[config.mk]
export PLATFORM = sky130hd
export DESIGN_NAME = radix_to_ascii_digits_core
export DESIGN_NICKNAME = d
export VERILOG_FILES = /design/src/r2a_pkg.sv /design/src/r2a_divider.sv /design/src/r2a_digit_stack.sv /design/src/radix_to_ascii_digits_core.sv
export SDC_FILE = /design/constraint.sdc
export NUM_CORES = 1
export LEC_CHECK = 0
export BUFFER_PORTS_ARGS = -buffer_cell sky130_fd_sc_hd__clkbuf_2
export CAP_MARGIN = 20
export CELL_PAD_IN_SITES_DETAIL_PLACEMENT = 0
export CELL_PAD_IN_SITES_GLOBAL_PLACEMENT = 1
export CORE_UTILIZATION = 55
export CTS_BUF_LIST = sky130_fd_sc_hd__clkbuf_2 sky130_fd_sc_hd__clkbuf_4 sky130_fd_sc_hd__clkbuf_8
export CTS_CLUSTER_DIAMETER = 200
export CTS_CLUSTER_SIZE = 20
export DETAILED_ROUTE_END_ITERATION = 6
export GPL_ROUTABILITY_DRIVEN = 0
export PLACE_DENSITY_LB_ADDON = 0.1
export SKIP_LAST_GASP = 1
export SLEW_MARGIN = 30
export SYNTH_ARGS = -nofsm -noshare
export SYNTH_HDL_FRONTEND = slang
export SYNTH_HIERARCHICAL = 1
export SYNTH_SLANG_ARGS = --single-unit
[constraint.sdc]
create_clock -name clk -period 4.7 [get_ports clk]
set_clock_uncertainty 0.05 [all_clocks]
set_input_delay 0.47 -clock clk [delete_from_list [all_inputs] [get_ports clk]]
set_output_delay 0.47 -clock clk [all_outputs]
set_load 0.02 [all_outputs]
[src/r2a_pkg.sv]
// Shared constants, types and the digit-to-ASCII mapping for the radix converter.
`default_nettype none
package r2a_pkg;

  localparam int MAX_DIGITS = 32;
  localparam int VALUE_BITS = 31;

  localparam int RADIX_W   = 6;
  localparam int CHAR_W    = 7;
  localparam int DIGIT_W   = 6;
  localparam int ADDR_W    = $clog2(MAX_DIGITS);
  localparam int COUNT_W   = $clog2(MAX_DIGITS + 1);
  localparam int DIV_CNT_W = $clog2(VALUE_BITS + 1);

  localparam logic [RADIX_W-1:0] RADIX_MIN = RADIX_W'(2);
  localparam logic [RADIX_W-1:0] RADIX_MAX = RADIX_W'(36);

  localparam logic [CHAR_W-1:0] CHAR_ZERO = 7'h30;
  localparam logic [CHAR_W-1:0] CHAR_A    = 7'h41;
  localparam logic [CHAR_W-1:0] CHAR_BAD  = 7'h00;

  // Divider status toward the sequencer.
  typedef struct packed {
    logic busy;
    logic done;
  } div_stat_t;

  // 0-9 then A-Z; anything past Z falls back to '0'.
  function automatic logic [CHAR_W-1:0] digit_char(input logic [DIGIT_W-1:0] d);
    logic [CHAR_W-1:0] dx;
    dx = CHAR_W'(d);
    if (d < DIGIT_W'(10)) begin
      digit_char = CHAR_ZERO + dx;
    end else if (d < DIGIT_W'(36)) begin
      digit_char = CHAR_A + dx - CHAR_W'(10);
    end else begin
      digit_char = CHAR_ZERO;
    end
  endfunction

endpackage
`default_nettype wire

[src/r2a_divider.sv]
// Restoring bit-serial divider: value / radix, one quotient bit per cycle.
`default_nettype none
module r2a_divider
  import r2a_pkg::*;
(
  input  wire logic                  clk,
  input  wire logic                  rst_n,
  input  wire logic                  start,
  input  wire logic [VALUE_BITS-1:0] dividend,
  input  wire logic [RADIX_W-1:0]    divisor,
  output div_stat_t                  stat,
  output logic      [VALUE_BITS-1:0] quot,
  output logic      [RADIX_W-1:0]    rem
);

  logic [VALUE_BITS-1:0] quo_r, quo_nxt;
  logic [RADIX_W-1:0]    rem_r, rem_nxt;
  logic [DIV_CNT_W-1:0]  cnt_r, cnt_nxt;
  logic                  done_r, done_nxt;
  logic [RADIX_W:0]      trial;
  logic [RADIX_W:0]      diff;
  logic                  fits;

  always_comb begin
    trial    = {rem_r, quo_r[VALUE_BITS-1]};
    diff     = trial - {1'b0, divisor};
    fits     = (trial >= {1'b0, divisor});
    quo_nxt  = quo_r;
    rem_nxt  = rem_r;
    cnt_nxt  = cnt_r;
    done_nxt = 1'b0;
    if (start) begin
      quo_nxt = dividend;
      rem_nxt = '0;
      cnt_nxt = DIV_CNT_W'(VALUE_BITS);
    end else if (cnt_r != '0) begin
      // remainder stays below the divisor, so it fits in RADIX_W bits
      rem_nxt  = fits ? diff[RADIX_W-1:0] : trial[RADIX_W-1:0];
      quo_nxt  = {quo_r[VALUE_BITS-2:0], fits};
      cnt_nxt  = cnt_r - DIV_CNT_W'(1);
      done_nxt = (cnt_r == DIV_CNT_W'(1));
    end
  end

  always_ff @(posedge clk) begin
    quo_r <= quo_nxt;
    rem_r <= rem_nxt;
    if (!rst_n) begin
      cnt_r  <= '0;
      done_r <= 1'b0;
    end else begin
      cnt_r  <= cnt_nxt;
      done_r <= done_nxt;
    end
  end

  assign stat.busy = (cnt_r != '0);
  assign stat.done = done_r;
  assign quot      = quo_r;
  assign rem       = rem_r;

endmodule
`default_nettype wire

[src/r2a_digit_stack.sv]
// Remainder stack storage: one write port, one registered read port.
`default_nettype none
module r2a_digit_stack
  import r2a_pkg::*;
(
  input  wire logic               clk,
  input  wire logic               wr_en,
  input  wire logic [ADDR_W-1:0]  wr_addr,
  input  wire logic [DIGIT_W-1:0] wr_data,
  input  wire logic               rd_en,
  input  wire logic [ADDR_W-1:0]  rd_addr,
  output logic      [DIGIT_W-1:0] rd_data
);

  logic [DIGIT_W-1:0] mem [MAX_DIGITS];
  logic [DIGIT_W-1:0] rd_data_r;

  always_ff @(posedge clk) begin
    if (wr_en) begin
      mem[wr_addr] <= wr_data;
    end
  end

  always_ff @(posedge clk) begin
    if (rd_en) begin
      rd_data_r <= mem[rd_addr];
    end
  end

  assign rd_data = rd_data_r;

endmodule
`default_nettype wire

[src/radix_to_ascii_digits_core.sv]
// Top level: integer to ASCII digit string converter, radix 2 to 36.
`default_nettype none
// Converts a non-negative value into ASCII digits ('0'-'9', 'A'-'Z') in the
// requested radix, most significant digit first, one result request per
// digit, with out_last on the final digit. A zero value gives a single '0'.
// A radix outside 2..36 gives one result with out_bad_radix and out_last set
// and out_digit_char zero. A request is taken only when the block is idle.
// Each digit is computed in the bit-serial divider, which is instantiated
// once and reused for every digit; the remainders are pushed onto a small
// stack memory and then popped through S_RD, S_LD and S_OUT per digit,
// plus any wait on out_ready. The worst case is 31 digits (binary). A bad
// radix result goes straight from idle to S_OUT. No clearing pass is
// needed after reset.
module radix_to_ascii_digits_core
  import r2a_pkg::*;
(
  input  wire logic                  clk,
  input  wire logic                  rst_n,
  input  wire logic                  in_valid,
  output logic                       in_ready,
  input  wire logic [VALUE_BITS-1:0] in_value,
  input  wire logic [RADIX_W-1:0]    in_radix,
  output logic                       out_valid,
  input  wire logic                  out_ready,
  output logic      [CHAR_W-1:0]     out_digit_char,
  output logic                       out_last,
  output logic                       out_bad_radix
);

  // sequencer states
  localparam logic [2:0] S_IDLE  = 3'd0;
  localparam logic [2:0] S_START = 3'd1;  // kick the divider
  localparam logic [2:0] S_DIV   = 3'd2;  // wait for quotient/remainder
  localparam logic [2:0] S_RD    = 3'd3;  // pop: read top of stack
  localparam logic [2:0] S_LD    = 3'd4;  // load popped digit into out reg
  localparam logic [2:0] S_OUT   = 3'd5;  // hold result until taken

  logic [2:0]            state_r, state_nxt;
  logic [VALUE_BITS-1:0] num_r, num_nxt;
  logic [RADIX_W-1:0]    radix_r, radix_nxt;
  logic [COUNT_W-1:0]    count_r, count_nxt;
  logic                  out_valid_r, out_valid_nxt;
  logic [CHAR_W-1:0]     out_char_r, out_char_nxt;
  logic                  out_last_r, out_last_nxt;
  logic                  out_bad_r, out_bad_nxt;

  logic                  in_acc;
  logic                  out_acc;
  logic                  radix_bad;

  // divider hookup
  logic                  div_start;
  div_stat_t             div_stat;
  logic [VALUE_BITS-1:0] div_quot;
  logic [RADIX_W-1:0]    div_rem;

  // stack hookup
  logic                  stk_wr;
  logic                  stk_rd;
  logic [ADDR_W-1:0]     stk_wr_addr;
  logic [ADDR_W-1:0]     stk_rd_addr;
  logic [COUNT_W-1:0]    count_dec;
  logic [DIGIT_W-1:0]    stk_rd_data;

  assign in_ready  = (state_r == S_IDLE);
  assign in_acc    = in_valid && in_ready;
  assign out_acc   = out_valid_r && out_ready;
  assign radix_bad = (in_radix < RADIX_MIN) || (in_radix > RADIX_MAX);

  assign count_dec   = count_r - COUNT_W'(1);
  assign stk_wr_addr = count_r[ADDR_W-1:0];
  assign stk_rd_addr = count_dec[ADDR_W-1:0];

  r2a_divider u_div (
    .clk      (clk),
    .rst_n    (rst_n),
    .start    (div_start),
    .dividend (num_r),
    .divisor  (radix_r),
    .stat     (div_stat),
    .quot     (div_quot),
    .rem      (div_rem)
  );

  r2a_digit_stack u_stack (
    .clk     (clk),
    .wr_en   (stk_wr),
    .wr_addr (stk_wr_addr),
    .wr_data (DIGIT_W'(div_rem)),
    .rd_en   (stk_rd),
    .rd_addr (stk_rd_addr),
    .rd_data (stk_rd_data)
  );

  always_comb begin
    state_nxt     = state_r;
    num_nxt       = num_r;
    radix_nxt     = radix_r;
    count_nxt     = count_r;
    out_valid_nxt = out_valid_r;
    out_char_nxt  = out_char_r;
    out_last_nxt  = out_last_r;
    out_bad_nxt   = out_bad_r;
    div_start     = 1'b0;
    stk_wr        = 1'b0;
    stk_rd        = 1'b0;

    unique case (state_r)
      S_IDLE: begin
        if (in_acc) begin
          if (radix_bad) begin
            // single error result, stack untouched
            out_valid_nxt = 1'b1;
            out_char_nxt  = CHAR_BAD;
            out_last_nxt  = 1'b1;
            out_bad_nxt   = 1'b1;
            state_nxt     = S_OUT;
          end else begin
            num_nxt   = in_value;
            radix_nxt = in_radix;
            count_nxt = '0;
            state_nxt = S_START;
          end
        end
      end
      S_START: begin
        div_start = 1'b1;
        state_nxt = S_DIV;
      end
      S_DIV: begin
        if (div_stat.done) begin
          // zero value naturally pushes one '0' digit here
          if (count_r < COUNT_W'(MAX_DIGITS)) begin
            stk_wr    = 1'b1;
            count_nxt = count_r + COUNT_W'(1);
          end
          num_nxt   = div_quot;
          state_nxt = (div_quot == '0) ? S_RD : S_START;
        end
      end
      S_RD: begin
        stk_rd    = 1'b1;
        count_nxt = count_dec;
        state_nxt = S_LD;
      end
      S_LD: begin
        out_valid_nxt = 1'b1;
        out_char_nxt  = digit_char(stk_rd_data);
        out_last_nxt  = (count_r == '0);
        out_bad_nxt   = 1'b0;
        state_nxt     = S_OUT;
      end
      S_OUT: begin
        if (out_acc) begin
          out_valid_nxt = 1'b0;
          state_nxt     = out_last_r ? S_IDLE : S_RD;
        end
      end
      default: begin
        state_nxt = S_IDLE;
      end
    endcase
  end

  always_ff @(posedge clk) begin
    num_r      <= num_nxt;
    radix_r    <= radix_nxt;
    out_char_r <= out_char_nxt;
    out_last_r <= out_last_nxt;
    out_bad_r  <= out_bad_nxt;
    if (!rst_n) begin
      state_r     <= S_IDLE;
      count_r     <= '0;
      out_valid_r <= 1'b0;
    end else begin
      state_r     <= state_nxt;
      count_r     <= count_nxt;
      out_valid_r <= out_valid_nxt;
    end
  end

  assign out_valid      = out_valid_r;
  assign out_digit_char = out_char_r;
  assign out_last       = out_last_r;
  assign out_bad_radix  = out_bad_r;

  // divider only runs while the sequencer waits on it
  a_div_owned: assert property (@(posedge clk) disable iff (!rst_n)
    (div_stat.busy || div_stat.done) |-> (state_r == S_DIV))
    else $error("divider active outside S_DIV");

  // stack depth bounded
  a_count_max: assert property (@(posedge clk) disable iff (!rst_n)
    count_r <= COUNT_W'(MAX_DIGITS))
    else $error("digit count overflow");

  // error result is always the only (last) one
  a_bad_last: assert property (@(posedge clk) disable iff (!rst_n)
    (out_valid_r && out_bad_r) |-> out_last_r)
    else $error("bad radix result without last");

  // last digit leaves the stack empty
  a_last_empty: assert property (@(posedge clk) disable iff (!rst_n)
    (out_valid_r && out_last_r) |-> (count_r == '0))
    else $error("last flagged with digits left");

endmodule
`default_nettype wire
After elaboration in Yosys (flattened, before gate mapping)

Memories as Yosys holds them, arrays and structs flattened. A register that Yosys moved wholly into a read port is not among the register bits.
Index checks and enable logic that the tools add are counted.

Bits in registers: 99
Bits in latches: 0
Memory bits (writable): 192
Bits in read-only memories: 0
Input bits: 41
Output and inout port bits: 11
Logic and storage cells: 99
Memories kept: 1

Memories:

| memory      | depth | width | rd ports | clocked after memory_dff | write ports | RTL line              | source |
|---|---|---|---|---|---|---|---|
| u_stack.mem | 32    | 6     | 1        | 1                        | 1           | r2a_digit_stack.sv:15 | `logic [DIGIT_W-1:0] mem [MAX_DIGITS];` |

Add/subtract/negate cells: 7
Multiply operators: 0
Div/mod/pow operators: 0
Order comparisons: 6
Equality and inequality tests: 12
Shift-type cells: 0
Multiplexer cells: 39
Bitwise operators: 3
Reduce and logical (&&, ||, !) cells: 19

Operators by type and width:

| kind                                                                         | count |
|---|---|
| 31-bit two-way mux                                                           | 5 |
| 31-bit case mux with 2 select lines                                          | 1 |
| 31-bit zero test                                                             | 1 |
| 6-bit two-way mux                                                            | 5 |
| 7-bit two-way mux                                                            | 4 |
| 3-bit case mux with 6 select lines                                           | 1 |
| 6-bit case mux with 3 select lines                                           | 1 |
| 7-bit case mux with 2 select lines                                           | 1 |
| 6-bit less-than comparator, second input constant                            | 2 |
| 3-bit two-way mux                                                            | 4 |
| 1-bit two-way mux                                                            | 10 |
| 5-bit two-way mux                                                            | 2 |
| 3-bit AND reduction                                                          | 3 |
| 4-bit AND reduction                                                          | 2 |
| 6-bit by 6-bit adder with 7-bit output, first input constant                 | 1 |
| 7-bit by 6-bit adder with 7-bit output, first input constant                 | 1 |
| 7-bit by 6-bit greater-or-equal comparator with 1-bit output                 | 1 |
| 7-bit by 4-bit subtractor with 7-bit output, second input constant           | 1 |
| 6-bit by 1-bit adder with 6-bit output, second input constant                | 1 |
| 3-bit by 2-bit == test with 1-bit output, second input constant              | 2 |
| 3-bit == test, second input constant                                         | 2 |
| 6-bit > comparator, second input constant                                    | 1 |
| 6-bit zero test                                                              | 1 |
| 6-bit by 2-bit less-than comparator with 1-bit output, second input constant | 1 |
| other kinds (20)                                                             | 32 |

Depth between registers and ports, before layout

Depth after elaboration: 6
Mapped depth: 9
Mapped depth without buffers: 8

Modules after synthesis

The synthesis kept the hierarchy.

By module, submodules not included:

| module                     | instances | cells each | area each (sq um) | seq. area each (sq um) |
|---|---|---|---|---|
| r2a_digit_stack            | 1         | 323        | 7649.8            | 5945.7 |
| radix_to_ascii_digits_core | 1         | 239        | 2862.7            | 1581.5 |
| r2a_divider                | 1         | 174        | 2180.8            | 1171.1 |

Least setup slack after synthesis

No wires, ideal clock.

Kind: input-to-reg
Start point: input in_radix[4]
End point: register num_r[0] (enable)
Library setup time: 0.467 ns
Arrival time: 3.454 ns
Required time: 4.183 ns
Slack: 0.729 ns
Cell stages on the path: 5
Buffers on the path: 0
Path through: nor2_1 -> nand2_1 -> a22oi_1 -> nand3_1 -> a211oi_1

Cells in the longest elaborated chain, start to end: 4
Elaborated cells on any way between the ends: 5
Classes of those cells: 2 x order compare; 1 x eq/ne; 2 x reduce/logical

Ends and longest elaborated chain:

| item                                                                                        | RTL line                          | source |
|---|---|---|
| from (decl)                                                                                 | radix_to_ascii_digits_core.sv:22  | `input wire logic [RADIX_W-1:0] in_radix,` |
| 6-bit by 2-bit less-than comparator with 1-bit output or 6-bit > comparator (tied branches) | radix_to_ascii_digits_core.sv:68  | `assign radix_bad = (in_radix < RADIX_MIN) \|\| (in_radix > RADIX_MAX);` |
| 1-bit logical OR *                                                                          | radix_to_ascii_digits_core.sv:68  |  |
| 2-bit != test (no source line) *                                                            | --                                |  |
| 4-bit AND reduction (no source line) *                                                      | --                                |  |
| to (signal assigned)                                                                        | radix_to_ascii_digits_core.sv:166 | `num_r <= num_nxt;` |
| to (decl)                                                                                   | radix_to_ascii_digits_core.sv:39  | `logic [VALUE_BITS-1:0] num_r, num_nxt;` |

Every way passes the cells marked *; elsewhere a longest branch is shown, timed or not.
A chain may end at the register's enable or synchronous reset.

Final worst setup path

Start point: register count_r[0]
End point: register u_stack.rd_data_r[2], in the netlist u_stack/rd_data[2], read port of u_stack.mem (data pin)

Cells in the longest elaborated chain, start to end: 1

Ends and longest elaborated chain:

| item                                        | RTL line                          | source |
|---|---|---|
| from (decl)                                 | radix_to_ascii_digits_core.sv:41  | `logic [COUNT_W-1:0] count_r, count_nxt;` |
| from (signal assigned)                      | radix_to_ascii_digits_core.sv:177 | `count_r <= count_nxt;` |
| 6-bit by 1-bit subtractor with 6-bit output | radix_to_ascii_digits_core.sv:70  | `assign count_dec = count_r - COUNT_W'(1);` |
| via count_dec[0]                            | radix_to_ascii_digits_core.sv:62  | `logic [COUNT_W-1:0] count_dec;` |
| to (decl)                                   | r2a_digit_stack.sv:16             | `logic [DIGIT_W-1:0] rd_data_r;` |

The timed path passes the listed nets, and every way through them passes these cells.

==> summary by stage <==
Global routing
The met1 track demand over resource in global routing is 34.15%. The overflow left after global routing is 0. The global routing stage identified its most utilized layer as met2. Entering global routing, the biggest net connects 49 pins.

The global routing usage on met2 is 38.66%. The all-layer global routing usage is 23.59%. The via count of the first global-routing pass was 6,807.

In the global route stage, met3 resource usage came out at 3.241%. The initial antenna violation count came to 0. The global-route wire length before repair is 41,430 um.

Route
The count of nets left with antenna violations once routing finished came out at 0. The per-cell via count in the routed design is 6.260. The number of design-rule violations left by the first detailed-router iteration is 453. The first detailed-routing pass took 4 iterations.

After detailed routing, the number of remaining DRC violations is 0. The average routed wire per standard cell is 25.06 um. The routed layout has 6,786 vias. The wire length reported by the detailed router is 27,170 um.

STA
The shortest period the worst path allows is 3.472 ns. Setup repair after global routing left no endpoint under its margin. Measured against its own limit, the worst slew margin works out to 37.93%. The final critical-path share of the clock period is 73.88%. The hold violation count in the final report is 0. The number of setup violations in the final report is 0.

The sum of negative setup slack is 0 ns. The total count of max-transition violations in the final report came to 0. The minimum hold slack is 0.05771 ns. The transition time at the pin with the least slew margin is 0.9278 ns. The achievable frequency is 288.0 MHz.

Min path
The path class of the tightest hold or removal check is in2reg. The end of the worst hold path is radix_r[3]. In this run the most critical hold path is launched from in_radix[3]. Along the worst hold path, the cell count comes to 1.

Layout
0 antenna diodes ended up in the layout. Relative to the synthesized area, the layout overhead comes to 7.215%. The sequential cells in the finished layout cover a total of 8700 um^2. For this run, the post-layout net count is 846. The layout has 1,678 filler cells. The area of combinational cells with multiple inputs is 3769 um^2. The share of cells above drive strength 1 is 29.79%.

Die
The floorplan step defined a die boundary enclosing 23,690 um^2. The floorplan step set the die height to 153.9 um. The number of ports placed on the die boundary is 52.

In this run the standard cell core region covers 22,640 um^2. The die is 153.9 um wide. The cell row count is 55. The starting density of the core is 56.07%.

Critical path
Measured in cells, the most critical reg-to-reg path has a length of 7. STA puts the critical path data required time at 4.97 ns. The kind of launch point of the worst setup path is a flip-flop. The arrival time of the worst setup path is 3.74 ns. In this run the register-to-register setup slack is 1.23 ns.

In this run the worst path has a maximum fanout of 48. The nature of the critical path endpoint is a flip-flop. The path type of the worst setup path is reg2reg. The worst register-to-register path ends at u_stack/rd_data[2]. The critical register-to-register path startpoint is count_r[0].

Logic synthesis
The average footprint of a synthesized cell is 17.25 um^2. The number of storage elements in the synthesis netlist is 297. The leading area contributor after synthesis is sky130_fd_sc_hd__edfxtp_1. Summed over its instances, the top area cell type makes up 65.06% of the synthesized netlist area.

The most used flip-flop cell after synthesis is sky130_fd_sc_hd__edfxtp_1. After synthesis, flip-flops and latches occupy 68.53% of the total area. The post-synthesis instance area is 12,690 um^2. After synthesis, the cell types taking the most area are sky130_fd_sc_hd__edfxtp_1 (65%), sky130_fd_sc_hd__mux4_2 (11%), sky130_fd_sc_hd__mux2_2 (5.9%), sky130_fd_sc_hd__dfxtp_1 (3.5%), sky130_fd_sc_hd__nor2_1 (1.8%). Yosys printed 6 warnings. Yosys mapped a number of flops with a built-in enable equal to 275.

The instance count of the mapped netlist is 736. The async set-or-reset flop fraction in the synthesized netlist is 0%. The synthesized netlist net count is 794. Yosys instantiated no cell more often than sky130_fd_sc_hd__edfxtp_1. The number of distinct library cells after synthesis is 58. The commonest cells after synthesis are sky130_fd_sc_hd__edfxtp_1 (275), sky130_fd_sc_hd__mux2_2 (67), sky130_fd_sc_hd__mux4_2 (60), sky130_fd_sc_hd__nor2_1 (60), sky130_fd_sc_hd__nand2_1 (25).

Clocking
The maximum number of buffers from clock root to sink is 3. The root buffer cell chosen for the clock tree is sky130_fd_sc_hd__clkbuf_8. Post-CTS timing repair inserted 0 buffers for setup. Buffers inserted during clock tree synthesis total 18. The deepest level of the CTS H-tree is 1. After clock tree synthesis, the clock-pin slew on the worst setup and hold paths is 0.13 ns. The clock reaches the later pin of the worst-skew pair after 0.56 ns.

After clock tree synthesis, the repair step resized 0 gates. CTS saw 297 sinks. The clock tree from TritonCTS is yes. In this run, post-CTS hold repair placed 0 buffers.

Run status
The run finished with clean final reports.

Placed design
The detailed placer's ending HPWL is 17,740 um. Input and output buffers added on the ports amount to 51.

Pwr
Across the VDD grid, the largest voltage drop is 0.0002738 V. For this design the ratio of total power to cell area is 485.3 nW/um^2. The leakage power figure is 4.547 nW.

After layout, the design draws a total of 6.605 mW.

Job
The number of violations of the max-capacitance limit is 0.
[metal layers]
metal,part of all wire [%],vias up
met1,42,3499
met5,0,-
met2,50,258
met4,1.6,0
li1,-,3001
met3,6.8,28
[cell usage in the layout, fill, tap and decap left out, types with 3 or more instances in the layout]
| cell | netlist | routed |
|---|---|---|
| sky130_fd_sc_hd__o21ai_0 | 16 | 16 |
| sky130_fd_sc_hd__dfxtp_1 | 22 | 21 |
| sky130_fd_sc_hd__ha_1 | 16 | 16 |
| sky130_fd_sc_hd__a211oi_1 | 7 | 6 |
| sky130_fd_sc_hd__mux2i_1 | 8 | 8 |
| sky130_fd_sc_hd__or3b_2 | 3 | 3 |
| sky130_fd_sc_hd__clkbuf_4 | 0 | 11 |
| sky130_fd_sc_hd__mux4_2 | 60 | 60 |
| sky130_fd_sc_hd__o21a_1 | 5 | 5 |
| sky130_fd_sc_hd__nand2b_1 | 4 | 4 |
| sky130_fd_sc_hd__nand3b_1 | 6 | 6 |
| sky130_fd_sc_hd__xor2_1 | 5 | 4 |
| sky130_fd_sc_hd__a211o_1 | 3 | 3 |
| sky130_fd_sc_hd__inv_1 | 24 | 23 |
| sky130_fd_sc_hd__clkbuf_8 | 0 | 19 |
| sky130_fd_sc_hd__a21o_1 | 3 | 3 |
| sky130_fd_sc_hd__nor3_1 | 7 | 6 |
| sky130_fd_sc_hd__mux2_2 | 67 | 67 |
| sky130_fd_sc_hd__nand3_1 | 8 | 8 |
| sky130_fd_sc_hd__nand2_1 | 25 | 25 |
| sky130_fd_sc_hd__a31oi_1 | 6 | 6 |
| sky130_fd_sc_hd__edfxtp_1 | 275 | 275 |
| sky130_fd_sc_hd__nor2b_1 | 7 | 7 |
| sky130_fd_sc_hd__nor2_1 | 60 | 60 |
| sky130_fd_sc_hd__a22oi_1 | 3 | 3 |
| sky130_fd_sc_hd__buf_4 | 6 | 12 |
| sky130_fd_sc_hd__xnor2_1 | 4 | 4 |
| sky130_fd_sc_hd__nand4_1 | 3 | 3 |
| sky130_fd_sc_hd__a21oi_1 | 15 | 15 |
| sky130_fd_sc_hd__nor4_1 | 8 | 8 |
| sky130_fd_sc_hd__clkbuf_2 | 0 | 51 |
| sky130_fd_sc_hd__nor3b_1 | 3 | 3 |
[report_power, final]
group          switching (mW)  leakage (nW)  internal [mW]
clock network           0.783         0.191          0.468
logic                   0.920          1.65          0.663
registers               0.251          2.71           3.52
total                    1.95          4.55           4.65
[cell type report]
| cell class | count | share of cell area [%] |
|---|---|---|
| inverter | 24 | 0.6619 |
| sequential | 297 | 63.92 |
| clock buffer | 30 | 2.528 |
| multi-input combinational | 384 | 27.69 |
| tap | 285 | 2.620 |
| clock inverter | 1 | 0.03677 |
| timing repair buffer | 63 | 2.537 |
[cell families after synthesis]
group           synth area share (%)
mux                            17.40
xor+xnor                      0.6210
fa+ha+maj                      1.735
flops                          68.53
buf+inv                        2.100
simple gates                   5.835
compound gates                 3.785
[sequential cells by signal, indices dropped and copies added, names as in the netlist]
signal,cells
u_stack/mem,192
num_r,31
u_div/quot,31
out_digit_char,7
count_r,6
radix_r,6
u_div/rem,6
u_stack/rd_data,6
u_div/cnt_r,5
state_r,3
out_bad_radix,1
out_last,1
out_valid,1
u_div/done_r,1
[worst max path at each step]
stage	slack (ns)	end	startpoint	cells after the start
2_1_floorplan	0.73	num_r[0]	in_radix[4]	5
3_3_place_gp	1.31	u_stack/rd_data[2]	count_r[0]	7
3_5_place_dp	1.20	u_stack/rd_data[2]	count_r[0]	7
4_1_cts	1.18	u_stack/rd_data[2]	count_r[0]	7
5_1_grt	1.02	u_stack/rd_data[2]	count_r[0]	7
6_report	1.23	u_stack/rd_data[2]	count_r[0]	7
[critical path, cell delays in order (launching register included)]
cell and delay, ns:
sky130_fd_sc_hd__dfxtp_1 0.40, sky130_fd_sc_hd__inv_2 0.42, sky130_fd_sc_hd__ha_1 0.40, sky130_fd_sc_hd__xor2_4 0.16
sky130_fd_sc_hd__buf_4 0.57, sky130_fd_sc_hd__mux4_2 0.42, sky130_fd_sc_hd__mux4_2 0.52, sky130_fd_sc_hd__mux2_2 0.28
[stage by stage]
step | std cells | setup slack, ns | cell area (um^2) | util, %
final | 1084 | 1.228 | 13610 | 60.11
after global routing | 1084 | 1.023 | 13610 | 60.11
after CTS | 1084 | 1.185 | 13610 | 60.09
after detailed placement | 1053 | 1.201 | 13260 | 58.55
after global placement | 1053 | 1.314 | 13260 | 58.55
after floorplan | 736 | 0.7292 | 12690 | -
No activity file was read; power rests on OpenSTA's default activity.
